===== src/sv/tad_pkg.sv =====
// Shared types and codes for the texel to ARGB decoder.
package tad_pkg;

    localparam logic [2:0] FMT_RGBA16 = 3'd0;
    localparam logic [2:0] FMT_RGBA32 = 3'd1;
    localparam logic [2:0] FMT_CI4    = 3'd2;
    localparam logic [2:0] FMT_CI8    = 3'd3;
    localparam logic [2:0] FMT_IA16   = 3'd4;
    localparam logic [2:0] FMT_I4     = 3'd5;
    localparam logic [2:0] FMT_I8     = 3'd6;

    localparam logic [1:0] REQ_NONE   = 2'd0;
    localparam logic [1:0] REQ_WRITE  = 2'd1;
    localparam logic [1:0] REQ_PIXEL  = 2'd2;
    localparam logic [1:0] REQ_LOOKUP = 2'd3;

    localparam logic REG_TEXEL_FORMAT = 1'b0;

    typedef struct packed {
        logic [1:0]  kind;
        logic [7:0]  addr;
        logic [31:0] wdata;
        logic [31:0] pixel;
        logic        last;
        logic        fin;
    } t_req;

    typedef struct packed {
        logic [31:0] pixel;
        logic        last;
        logic        fin;
    } t_pix;

endpackage


===== src/sv/tad_skid.sv =====
// Output register with skid entry for the pixel stream.
module tad_skid (
    input  logic          i_clk,
    input  logic          i_rst_n,
    input  logic          i_valid,
    output logic          o_ready,
    input  tad_pkg::t_pix i_data,
    output logic          o_valid,
    input  logic          i_ready,
    output tad_pkg::t_pix o_data
);
    import tad_pkg::*;

    logic r_out_valid;
    logic r_skid_valid;
    t_pix r_out;
    t_pix r_skid;

    assign o_ready = !r_skid_valid;
    assign o_valid = r_out_valid;
    assign o_data  = r_out;

    always_ff @(posedge i_clk) begin
        if (!i_rst_n) begin
            r_out_valid  <= 1'b0;
            r_skid_valid <= 1'b0;
        end else if (!r_out_valid || i_ready) begin
            if (r_skid_valid) begin
                r_out        <= r_skid;
                r_out_valid  <= 1'b1;
                r_skid_valid <= 1'b0;
            end else begin
                r_out       <= i_data;
                r_out_valid <= i_valid;
            end
        end else if (i_valid && o_ready) begin
            r_skid       <= i_data;
            r_skid_valid <= 1'b1;
        end
    end

endmodule


===== config.mk =====
export PLATFORM = sky130hd
export DESIGN_NAME = tad_skid
export DESIGN_NICKNAME = d
export VERILOG_FILES = /design/src/sv/tad_pkg.sv /design/src/sv/tad_skid.sv
export SDC_FILE = /design/constraint.sdc
export NUM_CORES = 1
export LEC_CHECK = 0
export BUFFER_PORTS_ARGS = -buffer_cell sky130_fd_sc_hd__buf_4
export CELL_PAD_IN_SITES_DETAIL_PLACEMENT = 0
export CELL_PAD_IN_SITES_GLOBAL_PLACEMENT = 1
export CORE_ASPECT_RATIO = 1.4
export CORE_MARGIN = 3
export CORE_UTILIZATION = 47
export CTS_CLUSTER_SIZE = 30
export DETAILED_ROUTE_END_ITERATION = 10
export PLACE_DENSITY_LB_ADDON = 0.1
export SLEW_MARGIN = 0
export SYNTH_ARGS = -nofsm -noshare
export SYNTH_HDL_FRONTEND = slang
export SYNTH_SLANG_ARGS = --single-unit

===== constraint.sdc =====
create_clock -name i_clk -period 9.3 [get_ports i_clk]
set_input_delay 0.465 -clock i_clk [delete_from_list [all_inputs] [get_ports i_clk]]
set_output_delay 0.465 -clock i_clk [all_outputs]
set_load 0.005 [all_outputs]

==> results.toml <==
[place]
portBuffers = 73
place_area_um2 = 3270
detailed_place_hpwl_um = 2980
place.gp.congestion = 0.759

[worst_setup_path]
cp-start-kind = "flop"
cp-startpoint = "r_skid_valid$_SDFFE_PP0P_"
cp_max_fo = 37
arrival_ps = 1700
reg2regPathDepth = 1
required_ps = 8840
max_stage_delay_ps = 1100
end_kind = "output port"
path_cells = "inv_1 -> buf_4"
reg2reg_from = "r_skid_valid$_SDFFE_PP0P_"
path_class = "reg -> out"
slowest_stage = "dfxtp_2"

[yosys]
netlist_instances = 116
synth.yosys.seq_area_share_pct = 77.4
synth_cell_types = 14
synthTopCellsByArea = "edfxtp_1 (76%), mux2_4 (15%), mux2_2 (2.9%)"
syn-cell-area_um2 = 2690
synth-seq-cells = 70
yosys_warnings = 0
synth_top_area_cell = "edfxtp_1"
syn_nets = 154
yosys.area.top_type_share_pct = 75.9
avgSynthCellArea_um2 = 23.2

[drt]
drt-initial-drc-count = 77
vias = 1323
drt-total-wl_um = 4450
wl_per_cell_um = 16.4
drtAntennaViolNets = 0
first_pass_iters = 4
drc = 0
via_per_inst = 4.88

[global_route]
grt_max_degree = 38
antenna_found_initial = 0
grt_usage_pct = 14.2
grt_pass1_vias = 1424
grt_pass1_wl_um = 7010
grt-ovfl-total = 0

[power_and_ir_drop]
p_total_uw = 700
ir_worst_vdd_uv = 127
clock_power_share_pct = 40.7
p_seq_share_pct = 52.2
power.switching_uw = 130
p_comb_share_pct = 7.1
swShare_pct = 18.5
power_density_nw_per_um2 = 199
p_int_uw = 571
leakage_nw = 1.35

[floorplanning]
coreArea_um2 = 5530
die_h_um = 95.5
die-area_um2 = 6680
pin_count = 74
start_util_pct = 48.7
die_w_um = 69.9
rows = 32

[clocking]
postCtsSetupRepairBufs = 0
clk_latency_ps = 330
cts_buffer_depth = 2
ctsHoldBuffers = 0
ctsResizeCount = 0
clock_sinks = 70
clock_tree.root_cell = "clkbuf_8"
cts_tree = "yes"
numCtsBuffers = 9
htree_num_levels = 3
clkTransAtPathRegs_ps = 70

[hold_path]
hp-class = "in -> reg"
worstHoldStart = "i_data[5]"
min_path_cells = 1

[sta]
finalCritPeriodShare_pct = 23.3
max_freq_mhz = 461
finalSetupViolCount = 0
hold_viol = 0
setup_tns_ps = 0
finalMaxSlewViolations = 0
finClkSkew_ps = 7.98
period_minus_slack_ps = 2170
rsz0062_at_grt = "no"
max_slew.worst_pin.slew_ps = 1160
maxSlewHeadroom_pct = 22.9

[layout]
insertedDiodeCount = 0
syn_to_final_growth_pct = 30.6
postLayoutCellArea_um2 = 3510
final_cell_mix = "buf_4 (75), edfxtp_1 (68), mux2_4 (27)"
final_nets = 236
drive_above_1_share_pct = 63.5
final_common_cell = "buf_4"

[run_status]
outcome = "complete, no violations"

[run]
cap_viol_max_count = 0
-- layout make-up --
type / count / area (um2)
multi-input cells: 41 / 538
well taps: 68 / 85.1
inverters: 1 / 3.75
clock buffers: 10 / 128
fillers: 430 / 2010
repair buffers: 75 / 563
flip-flops and latches: 70 / 2080
clock inverters: 6 / 110
-- critical path, delay by kind of cell (launching register included) --
kind	cells	cell delay, ps
buf+inv	2	280
flops	1	1100
-- synthesized netlist by cell type, drive strengths merged --
library cell	count
buf	4
nand2b	1
mux2	34
inv	1
edfxtp	68
nor3	1
nor2	1
a21boi	1
nor3b	1
dfxtp	2
nand2	1
and2	1
-- power by group through the flow --
stage / Combinational (mW) / Sequential [mW] / Clock, mW
floorplan: 0.0197 / 0.372 / 0
global placement: 0.0487 / 0.372 / 0
detailed placement: 0.0508 / 0.373 / 0
CTS: 0.0509 / 0.366 / 0.293
global route: 0.0543 / 0.367 / 0.306
finish: 0.0496 / 0.366 / 0.285
-- stage by stage --
| stage | std cells | hold WS, ps | util [%] | worst slack (ps) |
|---|---|---|---|---|
| 3_3_place_gp | 255 | 528 | 59.2 | 7510 |
| 4_1_cts | 271 | 300 | 63.5 | 7090 |
| 2_1_floorplan | 116 | 523 | - | 5800 |
| 5_1_grt | 271 | 303 | 63.5 | 7030 |
| 3_5_place_dp | 255 | 539 | 59.2 | 7420 |
| 6_report | 271 | 316 | 63.5 | 7130 |
-- kinds of logic after synthesis --
family	after synthesis	share of synthesized area (%)
AND/OR/NAND/NOR	6	1.49
buffers and inverters	5	2.79
AO/OA/AOI/OAI	1	0.279
multiplexers	34	18.0
flip-flops	70	77.4
-- routing by layer --
metal / vias up / GRT usage (%) / wire length, um
li1: 617 / - / -
met1: 653 / 16.6 / 1740
met2: 46 / 24.0 / 2410
met3: 7 / 3.16 / 208
met4: 0 / 8.63 / 89
met5: - / 0 / 0
-- state kept, by name, summed over array words and instances (netlist names) --
| register | count |
|---|---|
| r_skid | 34 |
| r_skid_valid | 1 |
| o_valid | 1 |
| o_data | 34 |
-- final timing paths --
kind,endpoint,slack [ps]
setup / recovery,o_ready,7130
hold / removal,r_skid[5]$_DFFE_PP_,320
setup reg to reg,o_data[33]$_DFFE_PP_,7500
hold reg to reg,o_data[22]$_DFFE_PP_,550
Note: power is estimated with default switching activity, not from simulation.
