`src/sv/tad_pkg.sv`:
```
// Shared types and codes for the texel to ARGB decoder.
package tad_pkg;

    localparam logic [2:0] FMT_RGBA16 = 3'd0;
    localparam logic [2:0] FMT_RGBA32 = 3'd1;
    localparam logic [2:0] FMT_CI4    = 3'd2;
    localparam logic [2:0] FMT_CI8    = 3'd3;
    localparam logic [2:0] FMT_IA16   = 3'd4;
    localparam logic [2:0] FMT_I4     = 3'd5;
    localparam logic [2:0] FMT_I8     = 3'd6;

    localparam logic [1:0] REQ_NONE   = 2'd0;
    localparam logic [1:0] REQ_WRITE  = 2'd1;
    localparam logic [1:0] REQ_PIXEL  = 2'd2;
    localparam logic [1:0] REQ_LOOKUP = 2'd3;

    localparam logic REG_TEXEL_FORMAT = 1'b0;

    typedef struct packed {
        logic [1:0]  kind;
        logic [7:0]  addr;
        logic [31:0] wdata;
        logic [31:0] pixel;
        logic        last;
        logic        fin;
    } t_req;

    typedef struct packed {
        logic [31:0] pixel;
        logic        last;
        logic        fin;
    } t_pix;

endpackage

```
`src/sv/tad_issue.sv`:
```
// Input item holder that issues one palette or pixel request per cycle while each request is taken.
module tad_issue (
    input  logic              i_clk,
    input  logic              i_rst_n,
    input  logic [2:0]        i_format,
    input  logic              i_valid,
    output logic              o_ready,
    input  logic              i_command,
    input  logic [31:0]       i_texel,
    input  logic [7:0]        i_index,
    input  logic [31:0]       i_entry,
    input  logic              i_end,
    output logic              o_req_valid,
    output tad_pkg::t_req     o_req,
    input  logic              i_take
);
    import tad_pkg::*;

    logic        r_valid;
    logic        r_phase;
    logic        r_cmd;
    logic [31:0] r_texel;
    logic [7:0]  r_index;
    logic [31:0] r_entry;
    logic        r_end;

    logic        two_px;
    logic        last;
    logic [7:0]  b;
    logic [3:0]  nib;
    logic [4:0]  r5;
    logic [4:0]  g5;
    logic [4:0]  b5;
    t_req        req;

    always_comb begin
        b      = r_texel[7:0];
        nib    = r_phase ? b[3:0] : b[7:4];
        two_px = i_format inside {FMT_CI4, FMT_I4};
        last   = r_cmd || !two_px || r_phase;
        r5     = r_texel[15:11];
        g5     = {r_texel[10:8], r_texel[7:6]};
        b5     = r_texel[5:1];

        req.kind  = REQ_PIXEL;
        req.addr  = r_index;
        req.wdata = r_entry;
        req.pixel = 32'h0;
        req.last  = last;
        req.fin   = last && r_end;

        if (r_cmd) begin
            req.kind = REQ_WRITE;
        end else begin
            case (i_format)
                FMT_RGBA16: begin
                    req.pixel = {{8{r_texel[0]}}, r5, r5[4:2], g5, g5[4:2], b5, b5[4:2]};
                end
                FMT_RGBA32: begin
                    req.pixel = {r_texel[7:0], r_texel[31:8]};
                end
                FMT_CI4: begin
                    req.kind = REQ_LOOKUP;
                    req.addr = {4'h0, nib};
                end
                FMT_CI8: begin
                    req.kind = REQ_LOOKUP;
                    req.addr = b;
                end
                FMT_IA16: begin
                    req.pixel = {b, r_texel[15:8], r_texel[15:8], r_texel[15:8]};
                end
                FMT_I4: begin
                    req.pixel = {8'h00, nib, nib, nib, nib, nib, nib};
                end
                FMT_I8: begin
                    req.pixel = {8'h00, b, b, b};
                end
                default: begin
                    req.kind = REQ_NONE;
                end
            endcase
        end
    end

    assign o_req       = req;
    assign o_req_valid = r_valid;
    assign o_ready     = !r_valid || (i_take && last);

    always_ff @(posedge i_clk) begin
        if (!i_rst_n) begin
            r_valid <= 1'b0;
            r_phase <= 1'b0;
        end else if (i_valid && o_ready) begin
            r_valid <= 1'b1;
            r_phase <= 1'b0;
            r_cmd   <= i_command;
            r_texel <= i_texel;
            r_index <= i_index;
            r_entry <= i_entry;
            r_end   <= i_end;
        end else if (i_take) begin
            if (last) begin
                r_valid <= 1'b0;
            end else begin
                r_phase <= 1'b1;
            end
        end
    end

endmodule

```
`config.mk`:
```
export PLATFORM = sky130hd
export DESIGN_NAME = tad_issue
export DESIGN_NICKNAME = d
export VERILOG_FILES = /design/src/sv/tad_pkg.sv /design/src/sv/tad_issue.sv
export SDC_FILE = /design/constraint.sdc
export NUM_CORES = 1
export LEC_CHECK = 0
export BUFFER_PORTS_ARGS = -buffer_cell sky130_fd_sc_hd__buf_2
export CAP_MARGIN = 20
export CORE_UTILIZATION = 47
export CTS_BUF_LIST = sky130_fd_sc_hd__clkbuf_16
export DETAILED_ROUTE_END_ITERATION = 10
export HOLD_SLACK_MARGIN = 0.15
export PLACE_DENSITY = 0.88
export REMOVE_ABC_BUFFERS = 1
export SLEW_MARGIN = 20
export SYNTH_ARGS = -nofsm -noshare
export SYNTH_HDL_FRONTEND = slang
export SYNTH_SLANG_ARGS = --single-unit
```
`constraint.sdc`:
```
create_clock -name i_clk -period 7.6 [get_ports i_clk]
set_clock_uncertainty 0.1 [all_clocks]
set_input_delay 1.52 -clock i_clk [delete_from_list [all_inputs] [get_ports i_clk]]
set_output_delay 1.52 -clock i_clk [all_outputs]
set_load 0.02 [all_outputs]
```
==> qor_table.md, run 1 <==
| Quantity | Reported |
| --- | --- |
| Core Util, Final | 0.641 |
| R2r setup slk | 4.72 ns |
| Proportion of total power due to net switching | 0.245 |
| Most common cell after layout, fill and taps aside | buf_2 |
| Number of rows in the core area | 31 |
| Tightest Pin Transition | 1.01 ns |
| WP data required | 5.98 ns |
| Synthesis warning total | 0 |
| CP Buf/Inv Count | 2 |
| Resized Gates After CTS | 0 |
| Family of cells with the greatest summed delay on the critical path | simple AND/OR/NAND/NOR gates |
| CP Launch Type | input port |
| Die Y | 88.6 um |
| Number of cells traversed by the worst hold path | 2 |
| Slew Viols, Final | 0 |
| Top-area cell type share of the netlist area | 0.630 |
| Max incr delay on CP | 0.69 ns |
| Setup repair after global routing missed its margin | false |
| Net switching power | 267 uW |
| Clock transition at the registers of the reported paths | 0.06 ns |
| TritonRoute pass-1 iters | 5 |
| Diodes inserted | 0 |
| Upper clock frequency limit | 193 MHz |
| Largest net degree at the start of global routing | 39 |
| Part of the power in registers | 0.452 |
| RD Place Congestion | 0.840 |
| Post-layout power | 1090 uW |
| Internal power component | 821 uW |
| Detailed-route via count | 2973 |
| Tcrit/Tclk final | 0.682 |
| Nets | 510 |
| Number of hold-slack violations in the final timing report | 0 |
| Async S/R FF share, synth | 0 |
| Iteration-0 DRC count of the detailed router | 180 |
| Overflow left after global routing | 0 |
| Leakage | 0.00191 uW |
| Area inside the core boundary | 7250 um^2 |
| I/O pins | 159 |
| Effective utilization at floorplan | 0.486 |
| Clock Tree Buf Depth | 2 |
| Total die area | 7850 um^2 |
| Mean cell area of the mapped netlist | 12.6 um^2 |
| Overall routing resource usage | 0.242 |
| Sequential-to-total area share from yosys stat | 0.642 |
| Worst endpoint data arrival time | 3.56 ns |
| Post-Place Setup Slack | 2.45 ns |
| Levels on crit path | 6 |
| Die extent in x | 88.6 um |
| CP Class | input port to primary output |
| Slowest cell on crit path | nand2_1 |
| Total setup buffers inserted after CTS | 0 |
| Number of buffers added to fix hold violations after cts | 0 |
| Per-cell routed wire length | 17.9 um |
| Final antenna-violating net count | 0 |
| Critical path fanouts, max | 35 |
| Pwr/cell area | 234 nW/um^2 |
| Vias in the first global route | 2800 |
| Path type of the worst min-delay path | flop to flop |
| Vias per cell | 5.58 |
| Setup violation total in the final timing report | 0 |
| Worst IR Drop VDD | 150 uV |
| Power share of the clock group | 0.432 |
| Min Hold Slack | 0.378 ns |
| Leading area contributor after synthesis | edfxtp_1 |
| First-pass GRT wire length | 13700 um |
| Number of sinks on the clock net | 76 |
| Max-slew headroom | 0.324 |
| Result of the run | completed |
| Commonest cells after routing, fill and taps aside | buf_2, edfxtp_1, a21oi_1, nand2_1, o21ai_0 |
| Post-synthesis instance total | 280 |
| CP Cell Sequence | buf_2 > nand2b_4 > nand2_1 > nand2_1 > o21ai_0 > buf_2 |
| Post-layout min period | 5.18 ns |
| Cell types occupying the most area after synthesis | edfxtp_1, a21oi_1, a22oi_1, o21ai_0, nand2_1 |
| Final Routed Wirelength | 9540 um |
| Critical path capture point type | primary output |
| HPWL after DPL | 6770 um |
| DR DRC count | 0 |
| Number of clock buffers inserted by TritonCTS | 9 |
| Final worst slack | 2.42 ns |
| Number of levels the H-tree was split into | 3 |
| Cell depth of the worst flop-to-flop path | 5 |
| Relative area change from synthesis to final layout | 31.8% |
| Initial antenna violation count | 0 |
| Share of final-layout standard cells stronger than drive strength 1 | 0.454 |
| Primary flip-flop cell chosen by synthesis mapping | edfxtp_1 |
| Number of storage elements in the synthesis netlist | 76 |
| Final sum of negative setup slack | 0 ns |
| CTS tree | done |
| Source-to-sink clock delay at the later pin of the worst-skew pair | 0.33 ns |
| Max capacitance violation total | 0 |
| Netlist cell types | 43 |
| Share of power burned in combinational logic | 0.116 |
| Post-synth EDFFs | 74 |
| Mapped cell area | 3530 um^2 |
| Clock Root Buffer | clkbuf_16 |
| Total of buffers placed on input and output ports | 158 |
## synthesized netlist by cell type, drive strengths merged (4+ instances only)
| library cell | instances |
|---|---|
| a31oi | 6 |
| nand3 | 11 |
| a22o | 4 |
| a22oi | 13 |
| buf | 19 |
| mux2i | 4 |
| nor2 | 16 |
| o21ai | 21 |
| nand2b | 6 |
| edfxtp | 74 |
| a32oi | 7 |
| mux2 | 7 |
| nand2 | 24 |
| a21oi | 33 |
| inv | 9 |
## routing by layer
metal / GRT usage / share of wire / vias up
met5: 0 / 0 / -
met3: 0.0877 / 0.090 / 20
met1: 0.284 / 0.38 / 1411
met4: 0.0630 / 0.014 / 0
met2: 0.421 / 0.51 / 178
li1: - / - / 1364
## power by group through the flow
stage                     clock [uW]  combinational (uW)  sequential [uW]
after floorplan                    0                56.8              509
after global placement             0                 122              500
after detailed placement           0                 125              500
after CTS                        479                 126              491
after global routing             490                 136              493
final                            470                 126              492
## final timing paths
path | to | from
max | o_req[4] | i_format[0]
min | r_phase | o_req_valid
max reg2reg | r_index[4] | r_phase
min reg2reg | r_phase | o_req_valid
## cell families (layout without fill, tap and decap cells)
family | count (synthesis) | in the layout | synth area share
AO/OA/AOI/OAI | 96 | 96 | 0.176
flip-flops | 76 | 76 | 0.642
AND/OR/NAND/NOR | 67 | 67 | 0.0994
buffers and inverters | 30 | 184 | 0.0497
multiplexers | 11 | 11 | 0.0337
## flip-flops by register name, indices dropped and copies added, names as in the netlist
| name | count |
|---|---|
| r_index | 8 |
| o_req_valid | 1 |
| r_cmd | 1 |
| r_texel | 32 |
| r_entry | 32 |
| r_phase | 1 |
| r_end | 1 |
## worst register-to-register path: cells and delay by family, from the launching register on
| kind | cells | cell delay, ns |
|---|---|---|
| AND/OR/NAND/NOR | 1 | 0.78 |
| buffers and inverters | 2 | 0.78 |
| flip-flops | 1 | 0.61 |
| AO/OA/AOI/OAI | 2 | 0.24 |
## per-stage QoR
stage          instance area, um^2  cells
3_5_place_dp                  4310    517
3_3_place_gp                  4310    517
6_report                      4650    533
4_1_cts                       4650    533
2_1_floorplan                 3380    259
5_1_grt                       4650    533
## cell type report
| cell class | instances | area [um^2] |
|---|---|---|
| Fill cell | 563 | 2610 |
| Timing Repair Buffer | 159 | 798 |
| Multi-Input combinational cell | 174 | 1100 |
| Inverter | 9 | 33.8 |
| Clock inverter | 7 | 106 |
| Clock buffer | 9 | 225 |
| Tap cell | 99 | 124 |
| Sequential cell | 76 | 2260 |
Power figures use the tool's default switching activity.
==> run 2: changes to the inputs <==
==> constraint.sdc (replaced) <==
create_clock -name i_clk -period 5.2 [get_ports i_clk]
set_clock_uncertainty 0.1 [all_clocks]
set_input_delay 1.04 -clock i_clk [delete_from_list [all_inputs] [get_ports i_clk]]
set_output_delay 1.04 -clock i_clk [all_outputs]
set_load 0.02 [all_outputs]
==> run 2 against run 1 <==
  * Sequential share of layout area rose by 0.22 points
  * Cell count rose by 0.19%
  * Final area fell by 0.46%
  * Register-to-register slack got worse by 1.9 ns
==> qor_table.md, run 2 (synthesized netlist as in run 1, its figures left out) <==
| Quantity | Reported | Delta |
| --- | --- | --- |
| Result of the run | completed |  |
| RD Place Congestion | 0.888 | +5.7% |
| Diodes inserted | 0 | unchanged |
| Final antenna-violating net count | 0 | unchanged |
| Finished layout cell area | 4620 um^2 | -0.46% |
| Detailed-route via count | 2989 | +0.54% |
| Overall routing resource usage | 0.247 | +0.00550 |
| Path type of the worst min-delay path | flop to flop |  |
| Core Util, Final | 0.638 | -0.00293 |
| Setup violation total in the final timing report | 0 | unchanged |
| CP Cell Sequence | buf_2 > nand2b_4 > nand2_1 > nand2_1 > buf_4 > a31oi_1 > buf_2 |  |
| Leakage | 0.00191 uW | -0.37% |
| Total setup buffers inserted after CTS | 0 | unchanged |
| Initial antenna violation count | 0 | unchanged |
| Share of final-layout standard cells stronger than drive strength 1 | 0.453 | -0.00104 |
| Number of clock buffers inserted by TritonCTS | 9 | unchanged |
| Worst endpoint data arrival time | 2.89 ns | -0.67 ns |
| Final Routed Wirelength | 9640 um | +1.0% |
| Largest registers | r_entry x32, r_texel x32, r_index x8 |  |
| Effective utilization at floorplan | 0.486 | unchanged |
| Max incr delay on CP | 0.56 ns | -0.13 ns |
| Final worst slack | 1.17 ns | -1.25 ns |
| Slowest cell on crit path | buf_2 |  |
| I/O pins | 159 | unchanged |
| HPWL after DPL | 6890 um | +1.8% |
| Largest net degree at the start of global routing | 75 | +92% |
| Tcrit/Tclk final | 0.776 |  |
| Clock Tree Buf Depth | 2 | unchanged |
| Number of sinks on the clock net | 76 | unchanged |
| CTS tree | done |  |
| Non-filler cells, final | 534 | +0.19% |
| Worst IR Drop VDD | 258 uV | +71% |
| Number of buffers added to fix hold violations after cts | 0 | unchanged |
| Overflow left after global routing | 0 | unchanged |
| Upper clock frequency limit | 248 MHz |  |
| Source-to-sink clock delay at the later pin of the worst-skew pair | 0.33 ns | about the same |
| TritonRoute pass-1 iters | 5 | unchanged |
| Vias in the first global route | 2852 | +1.9% |
| Number of hold-slack violations in the final timing report | 0 | unchanged |
| Instance area after placement | 4320 um^2 | +0.17% |
| Clock transition at the registers of the reported paths | 0.06 ns | about the same |
| Iteration-0 DRC count of the detailed router | 239 | +33% |
| Min Hold Slack | 0.392 ns | +0.0139 ns |
| Total of buffers placed on input and output ports | 158 | unchanged |
| Relative area change from synthesis to final layout | 31.2% |  |
| First-pass GRT wire length | 13900 um | +1.5% |
| Setup repair after global routing missed its margin | false |  |
| Pwr/cell area | 331 nW/um^2 | +41% |
| Tightest Pin Transition | 0.938 ns | -0.0734 ns |
| Vias per cell | 5.60 | +0.35% |
| Die extent in x | 88.6 um | unchanged |
| Die Y | 88.6 um | unchanged |
| CP Launch Type | input port |  |
| Critical path capture point type | primary output |  |
| Critical path fanouts, max | 35 | unchanged |
| Nets | 511 | +0.20% |
| Max capacitance violation total | 0 | unchanged |
| Number of placed instances with taps included | 518 | +0.19% |
| Number of levels the H-tree was split into | 3 | unchanged |
| Most common cell after layout, fill and taps aside | buf_2 |  |
| DR DRC count | 0 | unchanged |
| Number of rows in the core area | 31 | unchanged |
| Commonest cells after routing, fill and taps aside | buf_2, edfxtp_1, a21oi_1, nand2_1, o21ai_0 |  |
| Clock Root Buffer | clkbuf_16 |  |
| Max-slew headroom | 0.375 | +0.0505 |
| Area inside the core boundary | 7250 um^2 | unchanged |
| Slew Viols, Final | 0 | unchanged |
| Post-layout min period | 4.03 ns |  |
| Post-Place Setup Slack | 1.18 ns | -1.28 ns |
| Per-cell routed wire length | 18.1 um | +0.82% |
| Resized Gates After CTS | 0 | unchanged |
| WP data required | 4.06 ns | -1.92 ns |
| CP Class | input port to primary output |  |
| Total die area | 7850 um^2 | unchanged |
run 2: cell types whose count changed in the layout (fill, tap and decap cells not counted), sizes merged:
cell	delta
bufinv	-1
inv	-2
clkinv	+3
buf	+1
run 2: final cells by class:
cell class	count	area, um^2
Clock buffer	9	225
Clock inverter	7	77.6
Fill cell	582	2630
Inverter	9	33.8
Multi-Input combinational cell	174	1100
Sequential cell	76	2260
Tap cell	99	124
Timing Repair Buffer	160	806
run 2: worst paths after layout:
path                                     to  slack, ns         from  depth (start not counted)
worst min-delay path                r_phase       0.39  o_req_valid                          2
worst min register to register      r_phase       0.39  o_req_valid                          2
worst max register to register  r_texel[14]       2.85      r_phase                          5
worst max-delay path              o_req[12]       1.17  i_format[0]                          7
run 2: report_power, final:
| part | total [uW] | internal, uW | leakage (uW) | switching (uW) |
|---|---|---|---|---|
| combinational | 184 | 67.1 | 0.00105 | 117 |
| sequential | 720 | 705 | 0.000706 | 15.5 |
| clock | 625 | 375 | 0.000151 | 250 |
run 2: metrics by stage:
step | setup TNS, ns | total power (uW)
floorplan | -15.36 | 827
global placement | 0 | 911
detailed placement | 0 | 916
CTS | 0 | 1540
global route | 0 | 1570
finish | 0 | 1530
run 2: worst max-delay path: cells and delay by family:
| family | cells | cell delay, ns |
|---|---|---|
| buffers and inverters | 3 | 1.07 |
| and+or+nand+nor | 3 | 0.69 |
| AOI/OAI and AO/OA | 1 | 0.09 |
run 2: routing by layer:
| layer | global-route usage | wire, um |
|---|---|---|
| met1 | 0.286 | 3590 |
| met2 | 0.425 | 4820 |
| met3 | 0.0662 | 999 |
| met4 | 0.122 | 231 |
| met5 | 0 | 0 |
==> run 3: changes to the inputs <==
--- a/config.mk
+++ b/config.mk
@@ -5,9 +5,10 @@
 export SDC_FILE = /design/constraint.sdc
 export NUM_CORES = 1
 export LEC_CHECK = 0
+export ABC_AREA = 1
 export BUFFER_PORTS_ARGS = -buffer_cell sky130_fd_sc_hd__buf_2
 export CAP_MARGIN = 20
-export CORE_UTILIZATION = 47
+export CORE_UTILIZATION = 46
 export CTS_BUF_LIST = sky130_fd_sc_hd__clkbuf_16
 export DETAILED_ROUTE_END_ITERATION = 10
 export HOLD_SLACK_MARGIN = 0.15
==> constraint.sdc (replaced) <==
create_clock -name i_clk -period 3.76 [get_ports i_clk]
set_clock_uncertainty 0.1 [all_clocks]
set_input_delay 0.752 -clock i_clk [delete_from_list [all_inputs] [get_ports i_clk]]
set_output_delay 0.752 -clock i_clk [all_outputs]
set_load 0.02 [all_outputs]
==> run 3 against run 2 <==
  * Flip-flop and latch count unchanged
  * Sequential share of layout area up 1.3 points
  * Power up 36%
  * Area after synthesis down 5.9%
  * Critical path depth up 2
  * Critical path type unchanged
  * Highest routed layer unchanged
==> qor_table.md, run 3 <==
| Quantity | Reported | Delta |
| --- | --- | --- |
| Number of rows in the core area | 30 | -3.2% |
| Final sum of negative setup slack | 0 ns | unchanged |
| Leading area contributor after synthesis | edfxtp_1 |  |
| Mean cell area of the mapped netlist | 10.6 um^2 | -16% |
| Number of sinks on the clock net | 76 | unchanged |
| Commonest cells in the synthesized netlist | nand2_1, edfxtp_1, nor2_1 |  |
| Min Hold Slack | 0.415 ns | +0.0225 ns |
| Nets | 557 | +9.0% |
| Result of the run | completed |  |
| Final antenna-violating net count | 0 | unchanged |
| Finished layout cell area | 4510 um^2 | -2.6% |
| Most common cell after layout, fill and taps aside | buf_2 |  |
| CP Cell Sequence | buf_2 > inv_1 > nand2_1 > nor2_4 > nand2_1 > o21ai_0 > nand2_1 > inv_1 > buf_2 |  |
| Die Y | 86.9 um | -1.9% |
| Async S/R FF share, synth | 0 | unchanged |
| Iteration-0 DRC count of the detailed router | 144 | -40% |
| Pwr/cell area | 462 nW/um^2 | +40% |
| Number of levels the H-tree was split into | 3 | unchanged |
| CP Buf/Inv Count | 4 | +1 |
| Clock transition at the registers of the reported paths | 0.06 ns | about the same |
| Critical path fanouts, max | 14 | -60% |
| Number of clock buffers inserted by TritonCTS | 9 | unchanged |
| Mapped cell area | 3320 um^2 | -5.9% |
| CP Launch Type | input port |  |
| Vias in the first global route | 2833 | -0.67% |
| Area inside the core boundary | 6870 um^2 | -5.3% |
| Total die area | 7550 um^2 | -3.8% |
| Setup repair after global routing missed its margin | false |  |
| Crit path top cell by count | nand2_1 |  |
| Post-Place Setup Slack | 0.597 ns | -0.580 ns |
| DR DRC count | 0 | unchanged |
| Synthesis warning total | 0 | unchanged |
| Share of final-layout standard cells stronger than drive strength 1 | 0.387 | -0.0662 |
| Die extent in x | 86.9 um | -1.9% |
| Netlist cell types | 24 | -44% |
| Detailed-route via count | 2868 | -4.0% |
| Total of buffers placed on input and output ports | 158 | unchanged |
| Total setup buffers inserted after CTS | 0 | unchanged |
| Diodes inserted | 0 | unchanged |
| Per-cell routed wire length | 14.7 um | -18% |
| Instance area after placement | 4200 um^2 | -2.7% |
| Family of cells with the greatest summed delay on the critical path | simple AND/OR/NAND/NOR gates |  |
| Cell types occupying the most area after synthesis | edfxtp_1, nand2_1, o21ai_0, nor2_1, inv_1 |  |
| Top-count cell post-synth | nand2_1 |  |
| Overall routing resource usage | 0.230 | -0.0177 |
| Largest net degree at the start of global routing | 55 | -27% |
| Area occupied by multi-input gates | 885 um^2 | -19% |
| Sequential-to-total area share from yosys stat | 0.682 | +0.0404 |
| Top-area cell type share of the netlist area | 0.670 | +0.0397 |
| Relative area change from synthesis to final layout | 35.8% |  |
| CTS tree | done |  |
| Sequential cell area | 2260 um^2 | unchanged |
| Number of storage elements in the synthesis netlist | 76 | unchanged |
| Post-synth EDFFs | 74 | unchanged |
| Upper clock frequency limit | 311 MHz |  |
| Overflow left after global routing | 0 | unchanged |
| Resized Gates After CTS | 0 | unchanged |
| Number of hold-slack violations in the final timing report | 0 | unchanged |
| Commonest cells after routing, fill and taps aside | buf_2, nand2_1, edfxtp_1, nor2_1, o21ai_0 |  |
| Post-layout min period | 3.21 ns |  |
| Worst IR Drop VDD | 326 uV | +27% |
| Clock Tree Buf Depth | 2 | unchanged |
| Max capacitance violation total | 0 | unchanged |
| Max-slew headroom | 0.564 | +0.189 |
| Fill cell instance count of the final layout | 564 | -3.1% |
| HPWL after DPL | 6430 um | -6.7% |
| Critical path capture point type | primary output |  |
| TritonRoute pass-1 iters | 5 | unchanged |
| Number of buffers added to fix hold violations after cts | 0 | unchanged |
| RD Place Congestion | 0.830 | -6.6% |
| First-pass GRT wire length | 12900 um | -7.6% |
| CP Class | input port to primary output |  |
| Max incr delay on CP | 0.37 ns | -0.19 ns |
| Slowest cell on crit path | nor2_4 |  |
| Path type of the worst min-delay path | flop to flop |  |
| Primary flip-flop cell chosen by synthesis mapping | edfxtp_1 |  |
| Final Routed Wirelength | 8500 um | -12% |
| Clock Root Buffer | clkbuf_16 |  |
| Leakage | 0.00205 uW | +7.4% |
| Initial antenna violation count | 0 | unchanged |
| Slew Viols, Final | 0 | unchanged |
| Tcrit/Tclk final | 0.854 |  |
| Post-synthesis instance total | 313 | +12% |
| WP data required | 2.91 ns | -1.15 ns |
| Worst endpoint data arrival time | 2.36 ns | -0.53 ns |
| Tightest Pin Transition | 0.655 ns | -0.283 ns |
| Source-to-sink clock delay at the later pin of the worst-skew pair | 0.33 ns | about the same |
| Core Util, Final | 0.656 | +0.0183 |
| I/O pins | 159 | unchanged |
| Vias per cell | 4.97 | -11% |
| Largest registers | r_entry x32, r_texel x32, r_index x8 |  |
| Effective utilization at floorplan | 0.483 | -0.00324 |
| Setup violation total in the final timing report | 0 | unchanged |
| Final worst slack | 0.549 ns | -0.616 ns |
-- run 3: cell type report --
class,instances,share of cell area
Clock buffer,9,0.0500
Clock inverter,7,0.0169
Inverter,33,0.0275
Multi-Input combinational cell,195,0.196
Sequential cell,76,0.502
Tap cell,96,0.0267
Timing Repair Buffer,161,0.181
-- run 3: cell families after synthesis --
group	Yosys count	share of synthesized area
flops	76	0.682
buf+inv	42	0.0536
simple gates	131	0.161
compound gates	64	0.103
-- run 3: metrics by stage --
stage                     total power, uW  cells
final                                2080    577
after global routing                 2140    577
after CTS                            2090    577
after detailed placement             1250    561
after global placement               1240    561
after floorplan                      1140    304
-- run 3: worst paths after layout --
kind / startpoint / endpoint / slack (ns) / cells after the start
setup / recovery: i_format[1] / o_req[28] / 0.55 / 9
hold / removal: o_req_valid / o_req_valid / 0.41 / 2
setup reg to reg: r_phase / r_texel[20] / 1.70 / 7
hold reg to reg: o_req_valid / o_req_valid / 0.41 / 2
-- run 3: worst min-delay path, cell delays in order (launching register included) --
cell	delay (ns)
dfxtp_1	0.33
nand2_2	0.08
a21oi_1	0.06
-- run 3: report_power, final --
group	switching (uW)	internal (uW)	leakage, uW	total, uW
Combinational	160	82.7	0.00120	242
Sequential	13.7	974	0.000706	987
Clock	333	517	0.000147	850
Total	507	1570	0.00205	2080
-- run 3: layer usage --
metal,vias up,global-route usage,part of all wire
met1,1314,0.254,0.37
met4,0,0.0955,0.023
li1,1389,-,-
met2,145,0.402,0.51
met3,20,0.0806,0.098
met5,-,0,0
